`src/cluster_centroid_accumulator_core_macros.svh`:
```
// Assertion macros for the cluster centroid accumulator
`ifndef CLUSTER_CENTROID_ACCUMULATOR_CORE_MACROS_SVH
`define CLUSTER_CENTROID_ACCUMULATOR_CORE_MACROS_SVH

// same-cycle implication, reset disables the check
`define CCACC_ASSERT_NOW(label, ante, cons, msg) \
  label: assert property (@(posedge clk_i) disable iff (!rst_ni) (ante) |-> (cons)) \
    else $error(msg);

// next-cycle implication, reset disables the check
`define CCACC_ASSERT_NEXT(label, ante, cons, msg) \
  label: assert property (@(posedge clk_i) disable iff (!rst_ni) (ante) |=> (cons)) \
    else $error(msg);

`endif

```
`src/ccacc_pkg.sv`:
```
// Shared types, widths and defaults for the cluster centroid accumulator
`default_nettype none
package ccacc_pkg;

  localparam int unsigned NumLayersDef = 20;
  localparam int unsigned MaxHitsDef   = 4096;

  localparam int unsigned EtW  = 32;  // total energy, holds 65536 hits of full energy
  localparam int unsigned CsW  = 48;  // energy times coordinate sums
  localparam int unsigned LsW  = 38;  // energy times layer sum
  localparam int unsigned TgW  = 49;  // fraction times energy
  localparam int unsigned DvdW = 56;  // divider dividend
  localparam int unsigned QW   = 24;  // divider quotient bits
  localparam int unsigned QfW  = 17;

  localparam logic [QfW-1:0] QfReset = 17'd32768;

  typedef enum logic [3:0] {
    ST_IDLE,
    ST_ACC,
    ST_DIV,
    ST_DWAIT,
    ST_TGT,
    ST_WRD,
    ST_WADD,
    ST_QDIV,
    ST_QWAIT,
    ST_DONE
  } ccacc_st_e;

  typedef struct packed {
    logic rd;
    logic wr;
    logic clr;
  } lyr_req_t;

  typedef struct packed {
    logic busy;
    logic done;
  } div_stat_t;

endpackage
`default_nettype wire

```
`src/ccacc_div.sv`:
```
// Bit-serial restoring divider, one quotient bit per cycle
`default_nettype none
module ccacc_div (
  input  logic                          clk_i,
  input  logic                          rst_ni,
  input  logic                          start_i,
  input  logic [ccacc_pkg::DvdW-1:0]    dividend_i,
  input  logic [ccacc_pkg::EtW-1:0]     divisor_i,
  output logic [ccacc_pkg::QW-1:0]      quot_o,
  output ccacc_pkg::div_stat_t          stat_o
);
  import ccacc_pkg::*;

  localparam int unsigned CW = $clog2(QW + 1);

  logic [EtW-1:0] rem_q, rem_d, dvs_q;
  logic [QW-1:0]  lo_q;
  logic [CW-1:0]  cnt_q;
  logic           run_q, done_q;
  logic [EtW:0]   trial;
  logic           ge;

  assign trial = {rem_q, lo_q[QW-1]};
  assign ge    = trial >= {1'b0, dvs_q};
  assign rem_d = ge ? EtW'(trial - {1'b0, dvs_q}) : trial[EtW-1:0];

  always_ff @(posedge clk_i or negedge rst_ni) begin
    if (!rst_ni) begin
      run_q  <= 1'b0;
      done_q <= 1'b0;
      cnt_q  <= '0;
    end else if (start_i) begin
      run_q  <= 1'b1;
      done_q <= 1'b0;
      cnt_q  <= CW'(QW);
    end else if (run_q) begin
      cnt_q <= cnt_q - CW'(1);
      if (cnt_q == CW'(1)) begin
        run_q  <= 1'b0;
        done_q <= 1'b1;
      end
    end else begin
      done_q <= 1'b0;
    end
  end

  always_ff @(posedge clk_i) begin
    if (start_i) begin
      rem_q <= dividend_i[DvdW-1:QW];
      lo_q  <= dividend_i[QW-1:0];
      dvs_q <= divisor_i;
    end else if (run_q) begin
      rem_q <= rem_d;
      lo_q  <= {lo_q[QW-2:0], ge};
    end
  end

  assign quot_o      = lo_q;
  assign stat_o.busy = run_q;
  assign stat_o.done = done_q;

endmodule
`default_nettype wire

```
`src/ccacc_lyr.sv`:
```
// Per-layer energy store with valid bits and registered read
`default_nettype none
module ccacc_lyr #(
  parameter int unsigned NUM_LAYERS = ccacc_pkg::NumLayersDef,
  parameter int unsigned AW         = 5
) (
  input  logic                      clk_i,
  input  logic                      rst_ni,
  input  ccacc_pkg::lyr_req_t       req_i,
  input  logic [AW-1:0]             raddr_i,
  input  logic [AW-1:0]             waddr_i,
  input  logic [ccacc_pkg::EtW-1:0] wdata_i,
  output logic [ccacc_pkg::EtW-1:0] rdata_o
);
  import ccacc_pkg::*;

  logic [EtW-1:0]        mem [NUM_LAYERS];
  logic [NUM_LAYERS-1:0] vld_q;
  logic [EtW-1:0]        rdata_q;

  always_ff @(posedge clk_i or negedge rst_ni) begin
    if (!rst_ni) begin
      vld_q <= '0;
    end else if (req_i.clr) begin
      vld_q <= '0;
    end else if (req_i.wr) begin
      vld_q[waddr_i] <= 1'b1;
    end
  end

  always_ff @(posedge clk_i) begin
    if (req_i.wr) begin
      mem[waddr_i] <= wdata_i;
    end
    if (req_i.rd) begin
      rdata_q <= vld_q[raddr_i] ? mem[raddr_i] : '0;
    end
  end

  assign rdata_o = rdata_q;

endmodule
`default_nettype wire

```
`src/cluster_centroid_accumulator_core.sv`:
```
// Top level: hit accumulation, serial quotients and layer quantile walk
//
//  channel  | handshake               | payload
//  ---------+-------------------------+------------------------------------------
//  hit in   | in_valid_i / in_ready_o | new_cluster_i, hit_energy_i, hit_x/y/z_i,
//           |                         | hit_layer_i
//  result   | out_valid_o/out_ready_i | centroid_x/y/z_o, mean_layer_o, ...
//  config   | cfg_we_i                | cfg_wdata_i (quantile fraction)
//
// One word at a time: accumulation of the x, y, z and layer products, four quotients
// on the shared bit-serial divider, a target step, a read and an add per layer walked,
// an optional quantile quotient and a load of the result registers; zero cluster
// energy skips the quotients and the walk. Reset clears all sums and sets the
// fraction to one half. A held result stalls the final load and with it the next
// word's accept, since words are taken only in idle.
`default_nettype none
module cluster_centroid_accumulator_core #(
  parameter int unsigned NUM_LAYERS = ccacc_pkg::NumLayersDef,
  parameter int unsigned MAX_HITS   = ccacc_pkg::MaxHitsDef
) (
  input  logic        clk_i,
  input  logic        rst_ni,
  input  logic        cfg_we_i,
  input  logic [16:0] cfg_wdata_i,
  input  logic        in_valid_i,
  output logic        in_ready_o,
  input  logic        new_cluster_i,
  input  logic [15:0] hit_energy_i,
  input  logic signed [15:0] hit_x_i,
  input  logic signed [15:0] hit_y_i,
  input  logic signed [15:0] hit_z_i,
  input  logic [5:0]  hit_layer_i,
  output logic        out_valid_o,
  input  logic        out_ready_i,
  output logic signed [23:0] centroid_x_o,
  output logic signed [23:0] centroid_y_o,
  output logic signed [23:0] centroid_z_o,
  output logic [13:0] mean_layer_o,
  output logic [27:0] cluster_energy_o,
  output logic [14:0] layer_quantile_o,
  output logic        hit_dropped_o,
  output logic        layer_out_of_range_o
);
  import ccacc_pkg::*;
  `include "cluster_centroid_accumulator_core_macros.svh"

  localparam int unsigned AW  = (NUM_LAYERS > 1) ? $clog2(NUM_LAYERS) : 1;
  localparam int unsigned KW  = $clog2(NUM_LAYERS + 1);
  localparam int unsigned HCW = $clog2(MAX_HITS + 1);
  localparam logic [14:0] LqMax = 15'((NUM_LAYERS - 1) * 256);

  ccacc_st_e st_q, st_d;

  logic [QfW-1:0]  qf_q;
  logic [1:0]      step_q, di_q;
  logic [15:0]     e_q;
  logic signed [15:0] x_q, y_q, z_q;
  logic [5:0]      lay_q;
  logic            drop_q, oor_q;
  logic [EtW-1:0]  et_q;
  logic signed [CsW-1:0] sx_q, sy_q, sz_q;
  logic [LsW-1:0]  sl_q;
  logic [HCW-1:0]  hc_q;
  logic [23:0]     cx_q, cy_q, cz_q;
  logic [13:0]     ml_q;
  logic [14:0]     lq_q;
  logic [TgW-1:0]  tgt_q;
  logic [EtW-1:0]  cum_q, el_q;
  logic [KW-1:0]   k_q;

  logic            acc, drop_d, oor_d;
  lyr_req_t        lreq;
  logic [AW-1:0]   raddr;
  logic [EtW-1:0]  rdata;
  logic            div_start;
  logic [DvdW-1:0] dvd;
  logic [QW-1:0]   quot;
  div_stat_t       dstat;

  logic signed [16:0] mop;
  logic signed [33:0] prod;
  logic signed [CsW-1:0] ssel;
  logic [CsW-1:0]  smag;
  logic            sneg;
  logic [23:0]     qs;
  logic [TgW-1:0]  cum16, exc;
  logic            walk_go, walk_le;
  logic [14:0]     kq8;

  assign acc    = in_valid_i && in_ready_o;
  assign drop_d = !new_cluster_i && (hc_q >= HCW'(MAX_HITS));
  assign oor_d  = !drop_d && ({1'b0, hit_layer_i} >= 7'(NUM_LAYERS));

  always_comb begin
    case (step_q)
      2'd0:    mop = 17'(x_q);
      2'd1:    mop = 17'(y_q);
      2'd2:    mop = 17'(z_q);
      default: mop = $signed({11'd0, lay_q});
    endcase
  end
  assign prod = $signed({1'b0, e_q}) * mop;

  always_comb begin
    case (di_q)
      2'd0:    ssel = sx_q;
      2'd1:    ssel = sy_q;
      default: ssel = sz_q;
    endcase
  end
  assign sneg  = (di_q != 2'd3) && ssel[CsW-1];
  assign smag  = (di_q == 2'd3) ? CsW'(sl_q) : (sneg ? CsW'(-ssel) : CsW'(ssel));
  assign qs    = sneg ? 24'(-quot) : quot;

  assign cum16   = TgW'({cum_q, 16'd0});
  assign exc     = cum16 - tgt_q;
  assign walk_go = (cum16 < tgt_q) && (k_q < KW'(NUM_LAYERS));
  assign walk_le = cum16 <= tgt_q;
  assign kq8     = 15'(k_q - KW'(1)) << 8;

  assign dvd = (st_q == ST_QDIV) ? DvdW'(exc >> 8) : DvdW'({smag, 8'd0});

  // next state
  always_comb begin
    st_d = st_q;
    case (st_q)
      ST_IDLE:  if (acc) st_d = ST_ACC;
      ST_ACC:   if (step_q == 2'd3) st_d = ST_DIV;
      ST_DIV:   st_d = (et_q == '0) ? ST_DONE : ST_DWAIT;
      ST_DWAIT: if (dstat.done) st_d = (di_q == 2'd3) ? ST_TGT : ST_DIV;
      ST_TGT:   st_d = ST_WRD;
      ST_WRD: begin
        if (walk_go) st_d = ST_WADD;
        else if (k_q <= KW'(1) || walk_le || el_q == '0) st_d = ST_DONE;
        else st_d = ST_QDIV;
      end
      ST_WADD:  st_d = ST_WRD;
      ST_QDIV:  st_d = ST_QWAIT;
      ST_QWAIT: if (dstat.done) st_d = ST_DONE;
      ST_DONE:  if (!out_valid_o || out_ready_i) st_d = ST_IDLE;
      default:  st_d = ST_IDLE;
    endcase
  end

  // control outputs
  always_comb begin
    in_ready_o = 1'b0;
    lreq       = '0;
    raddr      = lay_q[AW-1:0];
    div_start  = 1'b0;
    case (st_q)
      ST_IDLE: begin
        in_ready_o = 1'b1;
        lreq.clr   = in_valid_i && new_cluster_i;
      end
      ST_ACC: begin
        lreq.rd = (step_q == 2'd0) && !drop_q && !oor_q;
        lreq.wr = (step_q == 2'd1) && !drop_q && !oor_q;
      end
      ST_DIV:  div_start = (et_q != '0);
      ST_WRD: begin
        lreq.rd = walk_go;
        raddr   = k_q[AW-1:0];
      end
      ST_QDIV: div_start = 1'b1;
      default: ;
    endcase
  end

  always_ff @(posedge clk_i or negedge rst_ni) begin
    if (!rst_ni) begin
      st_q        <= ST_IDLE;
      qf_q        <= QfReset;
      out_valid_o <= 1'b0;
      step_q      <= '0;
      di_q        <= '0;
      et_q        <= '0;
      sx_q        <= '0;
      sy_q        <= '0;
      sz_q        <= '0;
      sl_q        <= '0;
      hc_q        <= '0;
    end else begin
      st_q <= st_d;
      if (cfg_we_i) qf_q <= cfg_wdata_i;
      if (st_q == ST_DONE && (!out_valid_o || out_ready_i)) begin
        out_valid_o <= 1'b1;
      end else if (out_valid_o && out_ready_i) begin
        out_valid_o <= 1'b0;
      end
      if (acc) begin
        step_q <= '0;
        di_q   <= '0;
        if (new_cluster_i) begin
          et_q <= '0;
          sx_q <= '0;
          sy_q <= '0;
          sz_q <= '0;
          sl_q <= '0;
          hc_q <= '0;
        end
      end
      if (st_q == ST_ACC) begin
        step_q <= step_q + 2'd1;
        if (!drop_q) begin
          case (step_q)
            2'd0:    sx_q <= sx_q + CsW'(prod);
            2'd1:    sy_q <= sy_q + CsW'(prod);
            2'd2:    sz_q <= sz_q + CsW'(prod);
            default: begin
              sl_q <= sl_q + LsW'(prod);
              et_q <= et_q + EtW'(e_q);
              hc_q <= hc_q + HCW'(1);
            end
          endcase
        end
      end
      if (st_q == ST_DWAIT && dstat.done) di_q <= di_q + 2'd1;
    end
  end

  always_ff @(posedge clk_i) begin
    if (acc) begin
      e_q    <= hit_energy_i;
      x_q    <= hit_x_i;
      y_q    <= hit_y_i;
      z_q    <= hit_z_i;
      lay_q  <= hit_layer_i;
      drop_q <= drop_d;
      oor_q  <= oor_d;
      cx_q   <= '0;
      cy_q   <= '0;
      cz_q   <= '0;
      ml_q   <= '0;
      lq_q   <= '0;
    end
    if (st_q == ST_DWAIT && dstat.done) begin
      case (di_q)
        2'd0:    cx_q <= qs;
        2'd1:    cy_q <= qs;
        2'd2:    cz_q <= qs;
        default: ml_q <= quot[13:0];
      endcase
    end
    if (st_q == ST_TGT) begin
      tgt_q <= TgW'(qf_q * et_q);
      cum_q <= '0;
      el_q  <= '0;
      k_q   <= '0;
    end
    if (st_q == ST_WRD && !walk_go && k_q > KW'(1)) lq_q <= kq8;
    if (st_q == ST_WADD) begin
      cum_q <= cum_q + rdata;
      el_q  <= rdata;
      k_q   <= k_q + KW'(1);
    end
    if (st_q == ST_QWAIT && dstat.done) lq_q <= kq8 - 15'(quot[7:0]);
    if (st_q == ST_DONE && (!out_valid_o || out_ready_i)) begin
      centroid_x_o         <= cx_q;
      centroid_y_o         <= cy_q;
      centroid_z_o         <= cz_q;
      mean_layer_o         <= ml_q;
      cluster_energy_o     <= (et_q > EtW'(28'hFFFFFFF)) ? 28'hFFFFFFF : et_q[27:0];
      layer_quantile_o     <= lq_q;
      hit_dropped_o        <= drop_q;
      layer_out_of_range_o <= oor_q;
    end
  end

  ccacc_lyr #(
    .NUM_LAYERS(NUM_LAYERS),
    .AW        (AW)
  ) u_lyr (
    .clk_i  (clk_i),
    .rst_ni (rst_ni),
    .req_i  (lreq),
    .raddr_i(raddr),
    .waddr_i(lay_q[AW-1:0]),
    .wdata_i(rdata + EtW'(e_q)),
    .rdata_o(rdata)
  );

  ccacc_div u_div (
    .clk_i     (clk_i),
    .rst_ni    (rst_ni),
    .start_i   (div_start),
    .dividend_i(dvd),
    .divisor_i ((st_q == ST_QDIV) ? el_q : et_q),
    .quot_o    (quot),
    .stat_o    (dstat)
  );

  `CCACC_ASSERT_NEXT(a_busy_after_accept, acc, !in_ready_o, "ready high right after a word")
  `CCACC_ASSERT_NOW(a_drop_excl, out_valid_o, !(hit_dropped_o && layer_out_of_range_o), "both flags")
  `CCACC_ASSERT_NOW(a_ml_range, out_valid_o, mean_layer_o <= 14'd16128, "mean layer above 63")
  `CCACC_ASSERT_NOW(a_lq_range, out_valid_o, layer_quantile_o <= LqMax, "quantile too deep")
  `CCACC_ASSERT_NOW(a_div_idle, div_start, !dstat.busy, "divider started while busy")

endmodule
`default_nettype wire
```
`config.mk`:
```
export PLATFORM = sky130hd
export DESIGN_NAME = cluster_centroid_accumulator_core
export DESIGN_NICKNAME = d
export VERILOG_FILES = /design/src/ccacc_pkg.sv /design/src/ccacc_div.sv /design/src/ccacc_lyr.sv /design/src/cluster_centroid_accumulator_core.sv
export VERILOG_INCLUDE_DIRS = /design/src /design/src/src
export SDC_FILE = /design/constraint.sdc
export NUM_CORES = 2
export LEC_CHECK = 0
export ABC_AREA = 1
export BUFFER_PORTS_ARGS = -buffer_cell sky130_fd_sc_hd__clkbuf_2
export CORE_UTILIZATION = 40
export DETAILED_ROUTE_END_ITERATION = 10
export GPL_ROUTABILITY_DRIVEN = 0
export PLACE_DENSITY_LB_ADDON = 0.08
export SLEW_MARGIN = 20
export SYNTH_ARGS = -nofsm -noshare
export SYNTH_HDL_FRONTEND = slang
export SYNTH_SLANG_ARGS = --single-unit
```
`constraint.sdc`:
```
create_clock -name clk_i -period 20.1 [get_ports clk_i]
set_input_delay 1.005 -clock clk_i [delete_from_list [all_inputs] [get_ports clk_i]]
set_output_delay 1.005 -clock clk_i [all_outputs]
set_load 0.02 [all_outputs]
```
==> flow_summary_export.csv <==
group,metric,value,unit
cts,cts.clk_slew.worst_paths,0.06,ns
worst_setup_path,path_depth,33,
synthesis,synth_top_area_share,30.48,%
layout,drive_above_1_share,6.842,%
worst_setup_path,r2r.worst_path.cells,33,
timing,post-route-period-util,49.75,%
grt,grt_pass1_vias,90900,
run_status,status,"finished, final reports clean",
route,dr.max_layer_used,"met5",
route,drtIter0Drc,8309,
route,met3_length,23.88,mm
timing,fin_crit,10.00,ns
layout,register_area,41650,µm²
worst_setup_path,cp_top_family,"adder cells",
timing,finalSetupViolations,0,
layout,fill_cells,26610,
timing,maxSlewViolCount,0,
floorplanning,die_y,521.5,µm
route,route.antenna.remaining_nets,0,
synthesis,yosysTopAreaCell,"edfxtp_1",
cts,clkSinkCount,1462,
synthesis,syn_inst,12790,
route,drt-pass1-iter-count,7,
floorplanning,start_util,40.26,%
worst_setup_path,critPathMaxFanout,19,
worst_setup_path,critPathMostFrequentCell,"inv_1",
worst_setup_path,start_kind,"flop",
worst_setup_path,cpPeakStageDelay,0.87,ns
worst_setup_path,critPathRequiredTime,20.77,ns
synthesis,synth_cell_type_count,65,
floorplanning,coreArea,268200,µm²
synthesis,synthesis.area,108000,µm²
synthesis,synth.net_count,14130,
grt,grt_usage,29.49,%
synthesis,post-synth-top-count-cell,"nand2_1",
cts,cts_tree,"yes",
worst_hold_path,hold_class,"input port to async pin",
timing,fmax,100.0,MHz
grt,grt_max_degree,227,
floorplanning,rows,190,
run,max_cap_viol_count,0,
cts,postCtsResizedCells,0,
cts,cts-hold-fix-buffers,0,
cts,cts_htree_levels,4,
synthesis,synth-async-reset-ratio,19.15,%
floorplanning,die_x,521.5,µm
grt,antenna_found_initial,22,
route,wl_met2,189.2,mm
cts,postCtsSetupBuffers,0,
timing,relSlewSlack,20.68,%
worst_setup_path,end_kind,"flop",
route,post_drt_wl_per_cell,24.42,µm
route,num_vias,91820,
synthesis,synth-edff-count,1096,
worst_setup_path,critPathKind,"flop to flop",
floorplanning,io_pins,226,
layout,stdcell_count,16620,
cts,ctsRootBufferMaster,"clkbuf_16",
layout,multi_input_area,57260,µm²
place,hpwl,299.0,mm
synthesis,synth_ff_type,"edfxtp_1",
route,vias_per_cell,5.523,
worst_setup_path,critPathBufInv,8,
floorplanning,design.die.area,272000,µm²
layout,syn2layout_area_growth,10.54,%
timing,skew,0.1100,ns
worst_setup_path,slowest_stage,"xnor2_2",
place,io_buffers,225,
synthesis,synthTopCellsByCount,"nand2_1 (2,702), inv_1 (1,951), nor2_1 (1,230)",
cts,clock_latency,0.88,ns
synthesis,ys_warn_count,0,
synthesis,ys_ff_latch,1462,
worst_setup_path,rrSetupSlack,10.10,ns
synthesis,synth_area_leaders,"edfxtp_1 (30%), fa_1 (12%), nand2_1 (9.4%)",
timing,tightest_slew,1.177,ns
place,dpl.cell_count,16280,
cts,numCtsBuffers,179,
timing,rsz0062_at_grt,"false",
route,drc,0,
synthesis,ys_seq_area_share,38.57,%
synthesis,syn_area_per_cell,8.441,µm²
cts,clockBufferDepth,4,
grt,grt_pass1_wl,595.6,mm
grt,overflow,0,
timing,finalHoldViolCount,0,
layout,final_nets,14250,
route,drt-met1-wl,166.6,mm
route,wl,406.0,mm
worst_setup_path,crit_arrival,10.66,ns
timing,final.setup.tns,0,ns
-- worst paths after layout --
kind | start | to
worst max-delay path | step_q[1] | sx_q[31]
worst max register to register | step_q[1] | sx_q[31]
max in group asynchronous | rst_ni | qf_q[13]
min in group clk_i | hit_y_i[11] | y_q[11]
worst min-delay path | rst_ni | sy_q[43]
worst min register to register | lq_q[0] | layer_quantile_o[0]
-- final cells by class --
class	count	area share (%)
Tap cell	3552	3.724
Clock buffer	227	4.057
Inverter	1978	6.226
Clock inverter	95	0.9037
Sequential cell	1462	34.90
Multi-Input combinational cell	8878	47.98
Timing Repair Buffer	412	2.176
Antenna cell	19	0.03984
-- registers in the layout, summed over array words and instances (netlist names), 38 cells and up --
signal	flops
sl_q	38
tgt_q	49
sx_q	48
u_lyr.mem	640
sy_q	48
sz_q	48
-- kinds of logic after synthesis --
kind of cell,synth area share (%)
AND/OR/NAND/NOR,19.15
buffers and inverters,8.782
AO/OA/AOI/OAI,12.32
flip-flops,38.57
adder cells (fa/ha/maj),19.02
XOR/XNOR,1.979
multiplexers,0.1773
-- placed cells by master, fill, tap and decap left out, drive strengths merged, types with 5 or more instances in the layout --
cell type  Yosys  final
a22oi          5      5
o21ai       1077   1077
o22ai         32     32
nor2        1252   1252
o311ai         6      6
a31o           7      7
or2           48     48
o32ai          6      6
o31ai         22     22
buf          177    188
a211oi         7      7
o221ai        44     44
nand3b        12     12
nor3         112    112
edfxtp      1096   1096
dfxtp         86     86
nor4          47     47
o211ai        87     87
a21o          48     48
o21a          47     47
nand2       2707   2707
a221oi         9      9
inv         1969   1978
a31oi         71     71
ha           576    576
nand3        731    731
nand4        100    100
xor2         146    146
clkbuf       297    451
and3          14     14
a21oi        686    686
clkinv         9     72
dfrtp        279    279
fa           666    666
a21boi        39     39
bufinv         0     20
mux2          17     17
xnor2         98     98
diode          0     19
o21bai       147    147
-- routing by layer --
metal,vias up,track usage [%]
met1,45240,37.46
met5,-,0
met4,2,16.83
li1,42230,-
met2,3475,48.50
met3,872,3.737
-- metrics by stage --
stage / hold WS, ns / setup slack [ns] / utilization (%) / cell area [µm²]
after floorplan: 0.4003 / 11.27 / - / 108000
after global placement: 0.4130 / 10.14 / 42.26 / 113300
after detailed placement: 0.4068 / 10.34 / 42.27 / 113300
after CTS: 0.2296 / 10.31 / 44.48 / 119300
after global routing: 0.2676 / 9.651 / 44.50 / 119300
final: 0.2180 / 10.10 / 44.51 / 119400
Power is not shown: default switching activity piles up to over one toggle a cycle in this logic, so the estimate is an artifact.
